$ cat config.mk
export PLATFORM = sky130hd
export DESIGN_NAME = motor_command_packet_decoder
export DESIGN_NICKNAME = d
export VERILOG_FILES = /design/src/sv/mcpd_pkg.sv /design/src/sv/motor_command_packet_decoder.sv /design/src/sv/mcpd_drive.sv
export VERILOG_INCLUDE_DIRS = /design/src /design/src/sv
export SDC_FILE = /design/constraint.sdc
export NUM_CORES = 1
export LEC_CHECK = 0
export BUFFER_PORTS_ARGS = -buffer_cell sky130_fd_sc_hd__buf_2
export CAP_MARGIN = 20
export CELL_PAD_IN_SITES_DETAIL_PLACEMENT = 0
export CELL_PAD_IN_SITES_GLOBAL_PLACEMENT = 1
export CORE_ASPECT_RATIO = 1.2
export CORE_MARGIN = 3
export CORE_UTILIZATION = 30
export DETAILED_ROUTE_END_ITERATION = 12
export HOLD_SLACK_MARGIN = 0.03
export PLACE_DENSITY_LB_ADDON = 0.3
export SETUP_SLACK_MARGIN = 0.15
export SLEW_MARGIN = 0
export SYNTH_ARGS = -nofsm -noshare
export SYNTH_HDL_FRONTEND = slang
export SYNTH_SLANG_ARGS = --single-unit
$ cat constraint.sdc
create_clock -name clk -period 6.27 [get_ports clk]
set_input_delay 0.627 -clock clk [delete_from_list [all_inputs] [get_ports clk]]
set_output_delay 0.627 -clock clk [all_outputs]
set_load 0.05 [all_outputs]
$ cat src/sv/motor_command_packet_decoder_defines.svh
// Assertion macros shared by the motor command packet decoder RTL.
// Expects signals clk and rst in the scope where a macro is used.
`ifndef MOTOR_COMMAND_PACKET_DECODER_DEFINES_SVH
`define MOTOR_COMMAND_PACKET_DECODER_DEFINES_SVH

// Same-cycle implication, disabled during reset.
`define MCPD_ASSERT_IMP(label, ante, cons, msg) \
  label: assert property (@(posedge clk) disable iff (rst) (ante) |-> (cons)) \
    else $error(msg);

// Next-cycle implication, disabled during reset.
`define MCPD_ASSERT_NXT(label, ante, cons, msg) \
  label: assert property (@(posedge clk) disable iff (rst) (ante) |=> (cons)) \
    else $error(msg);

`endif

$ cat src/sv/mcpd_pkg.sv
// Types and constants for the motor command packet decoder.
// No dependencies; imported by mcpd_drive and the top level.
`default_nettype none

package mcpd_pkg;

  // Register indexes of the configuration port
  localparam logic [1:0] CFG_HEADER_VALUE = 2'd0;
  localparam logic [1:0] CFG_DEAD_ZONE    = 2'd1;

  localparam logic [7:0] HEADER_RESET    = 8'd170;
  localparam logic [6:0] DEAD_ZONE_RESET = 7'd10;

  localparam logic [6:0] MAG_LIMIT = 7'd100;
  localparam logic [7:0] FULL_DUTY = 8'd255;
  // duty = mag*255/100 == (mag * DUTY_RECIP) >> DUTY_SHIFT for mag 0..100
  localparam int         DUTY_SHIFT = 19;
  localparam logic [27:0] DUTY_RECIP = 28'd1336965;

  // Result queue
  localparam int QDEPTH = 4;
  localparam int QAW    = $clog2(QDEPTH);

  typedef enum logic [1:0] {
    POS_HUNT,
    POS_THROTTLE,
    POS_RUDDER,
    POS_CHECKSUM
  } byte_pos_t;

  typedef struct packed {
    logic [7:0] forward_duty;
    logic [7:0] backward_duty;
    logic [7:0] rudder_setting;
    logic       kick_pulse;
    logic       last_of_run;
  } result_t;

  // Outcome of one good packet
  typedef struct packed {
    result_t first;
    result_t second;
    logic    two;           // second entry is valid (kick came first)
    logic    stopped_next;
  } drive_out_t;

endpackage

`default_nettype wire

$ cat src/sv/motor_command_packet_decoder.sv
// Motor command packet decoder: one received byte per beat in, zero to two
// results per beat out. Depends on mcpd_pkg, mcpd_drive and the defines header.
`default_nettype none

// A packet is a header byte, a signed throttle byte, a rudder byte and a
// checksum (header ^ throttle ^ rudder). Bytes before a header are dropped, and
// a packet with a bad checksum is dropped whole. A good packet yields one drive
// result, preceded by a full-duty kick result when a stopped motor is restarted;
// the last result of a packet has last_of_run set. Throughput is one byte per
// unstalled cycle: each byte is decoded in the cycle it is accepted and its
// results are written into a four-entry result queue that the output port drains
// one beat per unstalled cycle. in_stall rises while fewer than two queue
// entries are free, so a byte can always place both of its results. Bytes that
// complete nothing never touch the queue. The header value and dead zone are
// written through the cfg port (index 0 and 1; other indexes are ignored) and
// must only change while the decoder is idle. cfg_ready is always high.

module motor_command_packet_decoder (
  input  wire logic       clk,
  input  wire logic       rst,
  // byte input
  input  wire logic       in_valid,
  output      logic       in_stall,
  input  wire logic [7:0] rx_byte,
  // result output
  output      logic       out_valid,
  input  wire logic       out_stall,
  output      logic [7:0] forward_duty,
  output      logic [7:0] backward_duty,
  output      logic [7:0] rudder_setting,
  output      logic       kick_pulse,
  output      logic       last_of_run,
  // configuration writes
  input  wire logic       cfg_valid,
  output      logic       cfg_ready,
  input  wire logic [1:0] cfg_index,
  input  wire logic [7:0] cfg_data
);
  import mcpd_pkg::*;

  // config registers
  logic [7:0] header_value;
  logic [6:0] dead_zone;

  // packet state
  byte_pos_t  byte_position;
  logic [7:0] throttle_hold;
  logic [7:0] rudder_hold;
  logic       motor_stopped;

  // result queue
  result_t        q [QDEPTH];
  logic [QAW-1:0] wr_ptr;
  logic [QAW-1:0] rd_ptr;
  logic [QAW:0]   count;
  logic [QAW:0]   count_next;
  logic [1:0]     push_n;

  logic       in_acc;
  logic       out_acc;
  logic       cks_ok;
  logic       push;
  drive_out_t drv;
  result_t    head;

  mcpd_drive u_drive (
    .throttle      (throttle_hold),
    .rudder        (rudder_hold),
    .dead_zone     (dead_zone),
    .motor_stopped (motor_stopped),
    .drv           (drv)
  );

  assign cfg_ready = 1'b1;

  // need room for a kick plus a drive result
  assign in_stall = (count > (QAW+1)'(QDEPTH - 2));
  assign in_acc   = in_valid && !in_stall;
  assign out_acc  = out_valid && !out_stall;

  assign cks_ok = ((header_value ^ throttle_hold ^ rudder_hold) == rx_byte);
  assign push   = in_acc && (byte_position == POS_CHECKSUM) && cks_ok;
  assign push_n = push ? (drv.two ? 2'd2 : 2'd1) : 2'd0;

  assign count_next = count + {{(QAW-1){1'b0}}, push_n} - {{QAW{1'b0}}, out_acc};

  // output side
  assign head           = q[rd_ptr];
  assign out_valid      = (count != '0);
  assign forward_duty   = head.forward_duty;
  assign backward_duty  = head.backward_duty;
  assign rudder_setting = head.rudder_setting;
  assign kick_pulse     = head.kick_pulse;
  assign last_of_run    = head.last_of_run;

  // config
  always_ff @(posedge clk) begin
    if (rst) begin
      header_value <= HEADER_RESET;
      dead_zone    <= DEAD_ZONE_RESET;
    end else if (cfg_valid && cfg_ready) begin
      case (cfg_index)
        CFG_HEADER_VALUE: header_value <= cfg_data;
        CFG_DEAD_ZONE:    dead_zone    <= cfg_data[6:0];
        default: ;
      endcase
    end
  end

  // packet framing
  always_ff @(posedge clk) begin
    if (rst) begin
      byte_position <= POS_HUNT;
      throttle_hold <= 8'd0;
      rudder_hold   <= 8'd0;
      motor_stopped <= 1'b1;
    end else if (in_acc) begin
      unique case (byte_position)
        POS_HUNT: begin
          if (rx_byte == header_value) byte_position <= POS_THROTTLE;
        end
        POS_THROTTLE: begin
          throttle_hold <= rx_byte;
          byte_position <= POS_RUDDER;
        end
        POS_RUDDER: begin
          rudder_hold   <= rx_byte;
          byte_position <= POS_CHECKSUM;
        end
        POS_CHECKSUM: begin
          byte_position <= POS_HUNT;
          if (cks_ok) motor_stopped <= drv.stopped_next;
        end
      endcase
    end
  end

  // queue control
  always_ff @(posedge clk) begin
    if (rst) begin
      wr_ptr <= '0;
      rd_ptr <= '0;
      count  <= '0;
    end else begin
      wr_ptr <= wr_ptr + QAW'(push_n);
      if (out_acc) rd_ptr <= rd_ptr + 1'b1;
      count <= count_next;
    end
  end

  // queue payload
  always_ff @(posedge clk) begin
    if (push) begin
      q[wr_ptr] <= drv.first;
      if (drv.two) q[wr_ptr + 1'b1] <= drv.second;
    end
  end

`include "motor_command_packet_decoder_defines.svh"

  `MCPD_ASSERT_IMP(a_count_bound, 1'b1, count <= (QAW+1)'(QDEPTH), "result queue overflow")
  `MCPD_ASSERT_NXT(a_good_packet_out, push, out_valid, "good packet gave no result")
  `MCPD_ASSERT_IMP(a_kick_followed, out_valid && kick_pulse, count >= (QAW+1)'(2), "kick without drive result behind it")
  `MCPD_ASSERT_NXT(a_no_spurious_push, in_acc && (byte_position != POS_CHECKSUM), count <= $past(count), "non-checksum byte queued a result")

endmodule

`default_nettype wire

$ cat src/sv/mcpd_drive.sv
// Drive computation for one good packet: dead zone, saturation, duty, kick.
// Depends on mcpd_pkg.
`default_nettype none

module mcpd_drive (
  input  wire logic [7:0]         throttle,
  input  wire logic [7:0]         rudder,
  input  wire logic [6:0]         dead_zone,
  input  wire logic               motor_stopped,
  output mcpd_pkg::drive_out_t    drv
);
  import mcpd_pkg::*;

  logic        neg;
  logic        pos;
  logic [7:0]  mag;
  logic [6:0]  mag_sat;
  logic [27:0] prod;
  logic [7:0]  duty;
  result_t     run_res;
  result_t     kick_res;
  result_t     stop_res;

  assign neg     = throttle[7];
  assign pos     = !neg && (throttle != 8'd0);
  assign mag     = neg ? (8'd0 - throttle) : throttle;   // 128 wraps to 0x80, ok
  assign mag_sat = (mag > {1'b0, MAG_LIMIT}) ? MAG_LIMIT : mag[6:0];
  assign prod    = {21'd0, mag_sat} * DUTY_RECIP;
  assign duty    = prod[DUTY_SHIFT+7:DUTY_SHIFT];

  always_comb begin
    run_res.forward_duty   = neg ? 8'd0 : duty;
    run_res.backward_duty  = neg ? duty : 8'd0;
    run_res.rudder_setting = rudder;
    run_res.kick_pulse     = 1'b0;
    run_res.last_of_run    = 1'b1;

    // zero throttle kicks backward
    kick_res.forward_duty   = pos ? FULL_DUTY : 8'd0;
    kick_res.backward_duty  = pos ? 8'd0 : FULL_DUTY;
    kick_res.rudder_setting = rudder;
    kick_res.kick_pulse     = 1'b1;
    kick_res.last_of_run    = 1'b0;

    stop_res.forward_duty   = 8'd0;
    stop_res.backward_duty  = 8'd0;
    stop_res.rudder_setting = rudder;
    stop_res.kick_pulse     = 1'b0;
    stop_res.last_of_run    = 1'b1;

    if (mag < {1'b0, dead_zone}) begin
      drv.first        = stop_res;
      drv.second       = stop_res;
      drv.two          = 1'b0;
      drv.stopped_next = 1'b1;
    end else if (motor_stopped) begin
      drv.first        = kick_res;
      drv.second       = run_res;
      drv.two          = 1'b1;
      drv.stopped_next = 1'b0;
    end else begin
      drv.first        = run_res;
      drv.second       = run_res;
      drv.two          = 1'b0;
      drv.stopped_next = 1'b0;
    end
  end

endmodule

`default_nettype wire
---- After elaboration in Yosys (flattened, before gate mapping) ----
Memories as Yosys holds them, arrays and structs flattened. A register that Yosys moved wholly into a read port is not among the register bits.
Cells that the tools add are included.
word-level totals
  bits in registers ....................... 41
  RAM bits ................................ 104
  bits of input ports ..................... 23
  output and inout bits ................... 29
  logic and storage cells ................. 66
  memories kept ........................... 1
memory list
  memory  words  width  rd ports  clocked after memory_dff  write ports  RTL line                            source
  q       4      26     1         1                         2            motor_command_packet_decoder.sv:52  result_t q [QDEPTH];
operators by class
  $add $sub $neg .......................... 6
  $mul .................................... 1
  magnitude comparators ................... 3
  eq/ne operators ......................... 7
  multiplexer cells ....................... 19
  bitwise gates (word level) .............. 2
  reductions and logical operators ........ 18
operator list
  kind                                                 number
  two-way mux 54 bit                                   2
  two-way mux 8 bit                                    5
  multiplier 7 x 21 -> 27 bit, second input constant   1
  equality test 8 bit                                  2
  bitwise XOR 8 bit                                    2
  two-way mux 2 bit                                    5
  AND reduction 2 bit                                  5
  > comparator 8 x 7 -> 1 bit, second input constant   1
  less-than comparator 8 x 7 -> 1 bit                  1
  case mux 2 bit (4 select lines)                      1
  nonzero test 8 bit                                   1
  subtractor 1 x 8 -> 8 bit, first input constant      1
  two-way mux 7 bit                                    1
  logical AND 1 bit                                    5
  two-way mux 1 bit                                    5
  adder 2 x 1 -> 2 bit, second input constant          2
  equality test 2 x 1 -> 1 bit, second input constant  2
  equality test 2 bit, second input constant           2
  zero test 2 bit                                      2
  adder 3 x 2 -> 3 bit                                 1
  > comparator 3 x 2 -> 1 bit, second input constant   1
  zero test 1 bit                                      3
  AND reduction 3 bit                                  1
  nonzero test 3 bit                                   1
  other kinds (3)                                      3

---- Logic depth before layout (Yosys ltp) ----
Gate-level depths: netlist of the first run.
  word-level depth ........................ 12
  gate-level depth with buffers ........... 27
  mapped depth without buffers ............ 25

---- Hierarchy ----
Synthesis of the first run repeated with hierarchy kept, for this count alone.
second synthesis, totals
  cells, all modules ...................... 840
  area total of the unflattened synthesis .. 9703.1 µm²
by module, submodules not included
  module                        instances  cells an instance  area an instance (µm²)  seq. area each (µm²)
  motor_command_packet_decoder  1          490                7083.0                  3983.8
  mcpd_drive                    1          350                2620.0                  0.0

---- Least setup slack after synthesis of the first run ----
OpenSTA, ideal clock, no wires.
  path kind ............................... register to register
  start point ............................. register throttle_hold[1]
  end point ............................... memory q[3][15] (netlist name) (data pin)
  library setup time ...................... 255 ps
  arrival time ............................ 5712 ps
  data required time ...................... 6015 ps
  path slack .............................. 303 ps
  stages on the path, launching flop included .. 25
  buffers on the path ..................... 2
  period minus slack after synthesis ...... 5967 ps
  cells stage by stage .................... dfxtp_1 buf_2 inv_1 ha_1 or4b_1 buf_2 xnor2_1 o31ai_2 nand3_1 and2_1 nand2_1 ha_1 ha_1 or2_2 fa_1 fa_1 ha_1 a2111oi_0 o221a_2 o32ai_1 a31oi_4 a21boi_2 or3_4 and3_4 o21a_1
RTL lines
  what                    RTL line                             source
  start, declared         motor_command_packet_decoder.sv:47   logic [7:0] throttle_hold;
  start signal, assigned  motor_command_packet_decoder.sv:123  throttle_hold <= rx_byte;
  end, declared           motor_command_packet_decoder.sv:52

==> results of run 1 <==
-- per-stage QoR --
step | hold WS (ns) | instance area [sq um] | std cells | utilization, %
3_3_place_gp | 0.444 | 9550 | 1238 | 33.0
4_1_cts | 0.387 | 10100 | 1270 | 35.1
6_report | 0.396 | 10300 | 1272 | 35.5
5_1_grt | 0.409 | 10300 | 1272 | 35.5
2_1_floorplan | 0.421 | 8860 | 826 | -
3_5_place_dp | 0.454 | 9550 | 1238 | 33.0
-- area by class of cell --
type	instances	area share [%]
inverter	66	2.41
clock inverter	11	1.11
clock buffer	21	4.70
timing repair buffer	69	3.95
tap	385	4.69
multi-input combinational	573	45.1
sequential	147	38.0
-- report_power, final --
group	leakage, nW	total (mW)	internal [mW]	switching (mW)
Combinational	2.67	0.436	0.158	0.278
Sequential	1.30	1.06	1.04	0.0231
Clock	0.290	1.02	0.601	0.419
-- layout by cell type (no fill, tap or decap), types with 3 or more instances in the layout --
cell,netlist,layout
edfxtp_1,96,96
nand2_1,79,78
a21oi_1,74,72
ha_1,69,67
inv_1,65,65
dfxtp_1,51,50
buf_2,5,50
nor2_1,42,41
xnor2_1,30,29
nand3_1,29,29
o21ai_0,27,27
and2_1,28,27
mux4_2,26,26
clkbuf_16,0,19
buf_4,4,18
nand2b_1,16,16
fa_1,14,14
nor2b_1,13,13
xor2_1,12,12
mux2i_1,12,12
a21o_1,9,9
and3_1,11,9
nand4_1,8,8
o21a_1,5,5
a211o_1,5,5
or2_2,4,4
nand3b_1,4,4
clkinv_4,0,4
inv_6,0,4
a31oi_1,3,3
o21ai_1,3,3
a31o_2,3,3
-- routing by layer --
metal / up-vias / share of wire, %
met2: 115 / 50
li1: 3048 / -
met4: 0 / 2.0
met5: - / 0
met1: 2976 / 45
met3: 24 / 3.2
-- worst paths after layout --
kind	start	end	cells after the start
worst max register to register	throttle_hold[1]	q[3][15]	24
worst min-delay path	cfg_data[7]	header_value[7]	2
worst max-delay path	throttle_hold[1]	q[3][15]	24
worst min register to register	q[1][0]	q[1][0]	1
-- repair_timing --
action                                  in CTS  in global routing
resized for setup                            0                 18
endpoints found under the setup margin       0                 64
buffers inserted                             0                  1
-- cells by family after synthesis --
family / after synthesis / share of synthesized area, %
buffers and inverters: 106 / 4.90
muxes: 38 / 7.97
and+or+nand+nor: 250 / 14.1
adders and majority gates: 83 / 12.9
DFF: 147 / 44.1
xor gates and xnor gates: 43 / 4.34
AOI/OAI and AO/OA: 158 / 11.7
other: 1 / 0.0423
-- critical path, stage by stage (launching register included) --
cell      delay (ns)
dfxtp_1         0.31
inv_1           0.07
ha_2            0.21
or4b_4          0.52
xnor2_1         0.16
o31ai_2         0.22
nand3_1         0.15
and3_2          0.31
ha_1            0.33
inv_1           0.06
fa_1            0.48
inv_1           0.04
ha_1            0.26
inv_1           0.05
fa_1            0.49
inv_1           0.04
ha_1            0.29
nand3_1         0.14
o221a_2         0.34
o32ai_2         0.32
a31oi_4         0.08
a21boi_2        0.22
o21ai_1         0.14
and3_4          0.18
o21a_1          0.18
-- sequential cells by signal (all words and copies together) (netlist names), named ones only --
signal,flops
wr_ptr,2
header_value,8
throttle_hold,8
count,3
q,104
rd_ptr,2
byte_position,2
motor_stopped,1
dead_zone,7
rudder_hold,8
==> flow_metrics.env, run 1 <==
export IMPL_tns_ns=0
export IMPL_clkTransAtPathRegs_ns=0.06
export IMPL_setup_worst_path_start_class="flip-flop"
export IMPL_tightest_slew_ns=0.896
export IMPL_cts_root_buf="clkbuf_16"
export IMPL_slew_viol_final=0
export IMPL_min_path_type="in2reg"
export IMPL_start_util_pct=30.6
export IMPL_criticalPathCategory="reg2reg"
export IMPL_rsz0062_at_grt="true"
export IMPL_synth_warning_count=0
export IMPL_synthCells=826
export IMPL_fin_ws_ns=0.434
export IMPL_max_slew_margin_rel_pct=40.1
export IMPL_use_met3_pct=2.31
export IMPL_seqCellArea_sq_um=3910
export IMPL_ios=52
export IMPL_period_minus_slack_ns=5.84
export IMPL_period_share_pct=93.1
export IMPL_avgViaCountPerCell=4.85
export IMPL_outcome="completed"
export IMPL_grt_pass1_vias=6324
export IMPL_fillers=2945
export IMPL_top_usage_layer="met2"
export IMPL_synth_common_cells="edfxtp_1 (96), nand2_1 (79), a21oi_1 (74)"
export IMPL_ant_nets=0
export IMPL_drive_gt1_share_pct=18.9
export IMPL_critPathCaptureType="flip-flop"
export IMPL_wl_microns=21900
export IMPL_n_antenna_cell=0
export IMPL_core_sq_um=28900
export IMPL_grt_max_degree=43
export IMPL_cp_required_ns=6.46
export IMPL_multi_input_area_sq_um=4630
export IMPL_grt_pass1_wl_microns=35200
export IMPL_postSynth_asyncResetShare_pct=0
export IMPL_cts_buffer_depth=2
export IMPL_synth_most_common_cell="edfxtp_1"
export IMPL_synth_fp_nets=932
export IMPL_synth_area_leaders="edfxtp_1 (33%), dfxtp_1 (12%), ha_1 (9.7%)"
export IMPL_first_pass_iters=5
export IMPL_hold_violations=0
export IMPL_finClkSkew_ns=0.00909
export IMPL_area_delta_synth_final_pct=15.9
export IMPL_synth_top_area_cell="edfxtp_1"
export IMPL_synth_edff_count=96
export IMPL_rows=68
export IMPL_port_buffer_count=50
export IMPL_vdd_drop_max_uv=130
export IMPL_rrSetupSlack_ns=0.43
export IMPL_ys_seq_elements=147
export IMPL_drc=0
export IMPL_dieHeight_microns=194
export IMPL_cp_arrival_ns=6.02
export IMPL_worstSkewPairLatency_ns=0.44
export IMPL_yosysSeqAreaShare_pct=44.1
export IMPL_place_hpwl_microns=16000
export IMPL_cts_max_level=4
export IMPL_cap_violations=0
export IMPL_wl_per_cell_microns=17.2
export IMPL_drtIter0Drc=350
export IMPL_finalSetupViolCount=0
export IMPL_die_w_microns=163
export IMPL_dp_slack_ns=0.171
export IMPL_fmax_mhz=171
export IMPL_hold_buffers=0
export IMPL_nets=980
export IMPL_tritoncts="done"
export IMPL_die_area_sq_um=31600
export IMPL_p_leak_nw=4.26
export IMPL_gp_congestion=0.777
export IMPL_numCtsBuffers=17
export IMPL_grt_use_met1_pct=18.5
export IMPL_grt_met2_usage_pct=24.1
export IMPL_synth_top_area_share_pct=32.5
export IMPL_overflow=0
export IMPL_num_vias=6163
export IMPL_p_total_mw=2.52
export IMPL_ys_flop_type="edfxtp_1"
export IMPL_syn_avg_cell_area_sq_um=10.7
export IMPL_antenna_found_initial=0
export IMPL_netlist_area_sq_um=8860
export IMPL_grt_usage_pct=14.2
export IMPL_crit_fanout=5
export IMPL_synth_distinct_cells=71
export IMPL_clkSinkCount=147
export IMPL_power_density_nw_per_um2=245
No activity file was read; power rests on OpenSTA's default activity.
==> inputs of run 2 (changes only) <==
--- a/config.mk
+++ b/config.mk
@@ -6,6 +6,7 @@
 export SDC_FILE = /design/constraint.sdc
 export NUM_CORES = 1
 export LEC_CHECK = 0
+export ABC_AREA = 1
 export BUFFER_PORTS_ARGS = -buffer_cell sky130_fd_sc_hd__buf_2
 export CAP_MARGIN = 20
 export CELL_PAD_IN_SITES_DETAIL_PLACEMENT = 0
==> flow_metrics.env, run 2 <==
export IMPL_mostFrequentLayoutCells="nand2_1 (170), nor2_1 (144), inv_1 (124), o21ai_0 (113), edfxtp_1 (96)"
export IMPL_start_util_pct=30.9
export IMPL_intPower_mw=1.75
export IMPL_cts_max_level=4
export IMPL_cts_setup_buffers=0
export IMPL_grt_pass1_wl_microns=41500
export IMPL_multi_input_area_sq_um=4670
export IMPL_dieHeight_microns=198
export IMPL_max_slew_margin_rel_pct=34.9
export IMPL_core_sq_um=30000
export IMPL_fin_util_pct=35.1
export IMPL_num_vias=7689
export IMPL_cpMostUsedCell="nand2_1"
export IMPL_area_delta_synth_final_pct=13.6
export IMPL_p_comb_share_pct=19.8
export IMPL_synth_common_cells="nand2_1 (170), nor2_1 (144), inv_1 (125)"
export IMPL_p_leak_nw=4.65
export IMPL_fmax_mhz=179
export IMPL_final_common_cell="nand2_1"
export IMPL_clkTransAtPathRegs_ns=0.08
export IMPL_netlist_area_sq_um=9250
export IMPL_setup_worst_path_start_class="flip-flop"
export IMPL_switching_power_uw=886
export IMPL_cts_root_buf="clkbuf_16"
export IMPL_overflow=0
export IMPL_cp_slowest_cell="fa_1"
export IMPL_n_antenna_cell=0
export IMPL_wl_microns=26400
export IMPL_port_buffer_count=50
export IMPL_ys_seq_elements=147
export IMPL_synth_top_area_share_pct=31.2
export IMPL_synth_fp_nets=1210
export IMPL_final_cells=1550
export IMPL_period_share_pct=89.0
export IMPL_synth_most_common_cell="nand2_1"
export IMPL_ys_flop_type="edfxtp_1"
export IMPL_synth_warning_count=0
export IMPL_gp_congestion=0.874
export IMPL_slew_viol_final=0
export IMPL_cts_resized=0
export IMPL_die_area_sq_um=33000
export IMPL_avgViaCountPerCell=4.96
export IMPL_clockPowerShare_pct=40.0
export IMPL_yosysSeqAreaShare_pct=42.2
export IMPL_regMostFlops="q"
export IMPL_min_path_type="in2reg"
export IMPL_synth_top_area_cell="edfxtp_1"
export IMPL_synthCells=1104
export IMPL_p_seq_share_pct=40.1
export IMPL_finalSetupViolCount=0
export IMPL_clkSinkCount=147
export IMPL_largest_reg_flops=104
export IMPL_tritoncts="done"
export IMPL_cap_violations=0
export IMPL_synth_distinct_cells=50
export IMPL_cts_buffer_depth=2
export IMPL_syn_avg_cell_area_sq_um=8.38
export IMPL_first_pass_iters=4
export IMPL_cp_arrival_ns=5.76
export IMPL_antenna_found_initial=0
export IMPL_seqCellArea_sq_um=3900
export IMPL_ant_nets=0
export IMPL_hold_buffers=0
export IMPL_tightest_slew_ns=0.976
export IMPL_place_hpwl_microns=18700
export IMPL_grt_max_degree=54
export IMPL_critPathMaxStageDelay_ns=0.49
export IMPL_numCtsBuffers=17
export IMPL_vdd_drop_max_uv=155
export IMPL_grt_usage_pct=15.9
export IMPL_rows=69
export IMPL_placed_cells=1517
export IMPL_drive_gt1_share_pct=11.5
export IMPL_finClkSkew_ns=0.0262
export IMPL_crit_fanout=6
export IMPL_fillers=3139
export IMPL_worstSkewPairLatency_ns=0.44
export IMPL_nets=1253
export IMPL_outcome="completed"
export IMPL_switching_share_pct=33.7
export IMPL_drc=0
export IMPL_die_w_microns=166
export IMPL_criticalPathCategory="reg2reg"
export IMPL_rsz0062_at_grt="false"
export IMPL_cp_required_ns=6.44
export IMPL_postSynth_asyncResetShare_pct=0
export IMPL_power_density_nw_per_um2=251
export IMPL_critPathCaptureType="flip-flop"
export IMPL_grt_pass1_vias=7507
export IMPL_wl_per_cell_microns=17.1
export IMPL_tns_ns=0
export IMPL_synth_area_leaders="edfxtp_1 (31%), dfxtp_1 (11%), ha_1 (9.3%)"
export IMPL_hold_violations=0
export IMPL_synth_edff_count=96
export IMPL_ios=52
export IMPL_period_minus_slack_ns=5.58
export IMPL_drtIter0Drc=418
[run 2: cell count changes after synthesis, moves of 23 or more]
cell	delta
a21oi_1	-23
and2_1	-28
inv_1	+60
mux4_2	-26
nand2_1	+91
nand3_1	+41
nor2_1	+102
o21ai_0	+86
o22ai_1	+24
[run 2: logic make-up after synthesis]
logic type	share of synthesized area, %
XOR/XNOR	2.92
adder cells (fa/ha/maj)	12.4
buffers and inverters	7.24
AO/OA/AOI/OAI	13.0
multiplexers	0.108
flip-flops	42.2
other	0.0406
AND/OR/NAND/NOR	22.1
[run 2: layout make-up]
type                            instances  share of cell area (%)
Clock buffer                           17                    4.05
Multi-Input combinational cell        789                    44.5
Sequential cell                       147                    37.2
Clock inverter                         15                    1.73
Timing Repair Buffer                   56                    3.00
Inverter                              136                    4.89
Tap cell                              390                    4.65
[run 2: path summary, 6_finish.rpt]
kind | startpoint | endpoint | slack (ns) | cells after the start
hold / removal | cfg_data[7] | header_value[7] | 0.40 | 3
setup reg to reg | throttle_hold[0] | q[0][24] | 0.69 | 30
hold reg to reg | q[2][1] | q[2][1] | 0.45 | 2
setup / recovery | throttle_hold[0] | q[0][24] | 0.69 | 30
[run 2: power groups by stage]
| stage | clock, mW | combinational, mW | sequential [mW] |
|---|---|---|---|
| 2_1_floorplan | 0 | 0.385 | 1.07 |
| 3_3_place_gp | 0 | 0.519 | 1.08 |
| 3_5_place_dp | 0 | 0.524 | 1.08 |
| 4_1_cts | 1.07 | 0.526 | 1.06 |
| 5_1_grt | 1.12 | 0.577 | 1.06 |
| 6_report | 1.05 | 0.522 | 1.06 |
[run 2: through the flow]
| step | setup WS, ns | cell area [sq um] | hold WS, ns | power (mW) |
|---|---|---|---|---|
| 6_report | 0.687 | 10500 | 0.396 | 2.63 |
| 5_1_grt | 0.221 | 10500 | 0.389 | 2.75 |
| 4_1_cts | 0.684 | 10500 | 0.393 | 2.65 |
| 3_5_place_dp | 0.729 | 9870 | 0.436 | 1.60 |
| 3_3_place_gp | 0.732 | 9870 | 0.431 | 1.60 |
| 2_1_floorplan | 1.39 | 9250 | 0.414 | 1.46 |
[run 2: per-layer routing]
layer | wire length, microns | part of all wire [%] | GRT usage, % | vias up
li1 | - | - | - | 3829
met5 | 0 | 0 | 0 | -
met3 | 836 | 3.2 | 2.10 | 25
met2 | 13600 | 51 | 28.8 | 167
met1 | 11700 | 44 | 19.9 | 3668
met4 | 369 | 1.4 | 4.58 | 0
[run 2: worst max-delay path: cells and delay by family (launching register included)]
family          cells  cell delay [ns]
compound gates      3             0.72
fa+ha+maj           6             2.15
buf+inv             7             0.50
flops               1             0.38
simple gates       14             1.56
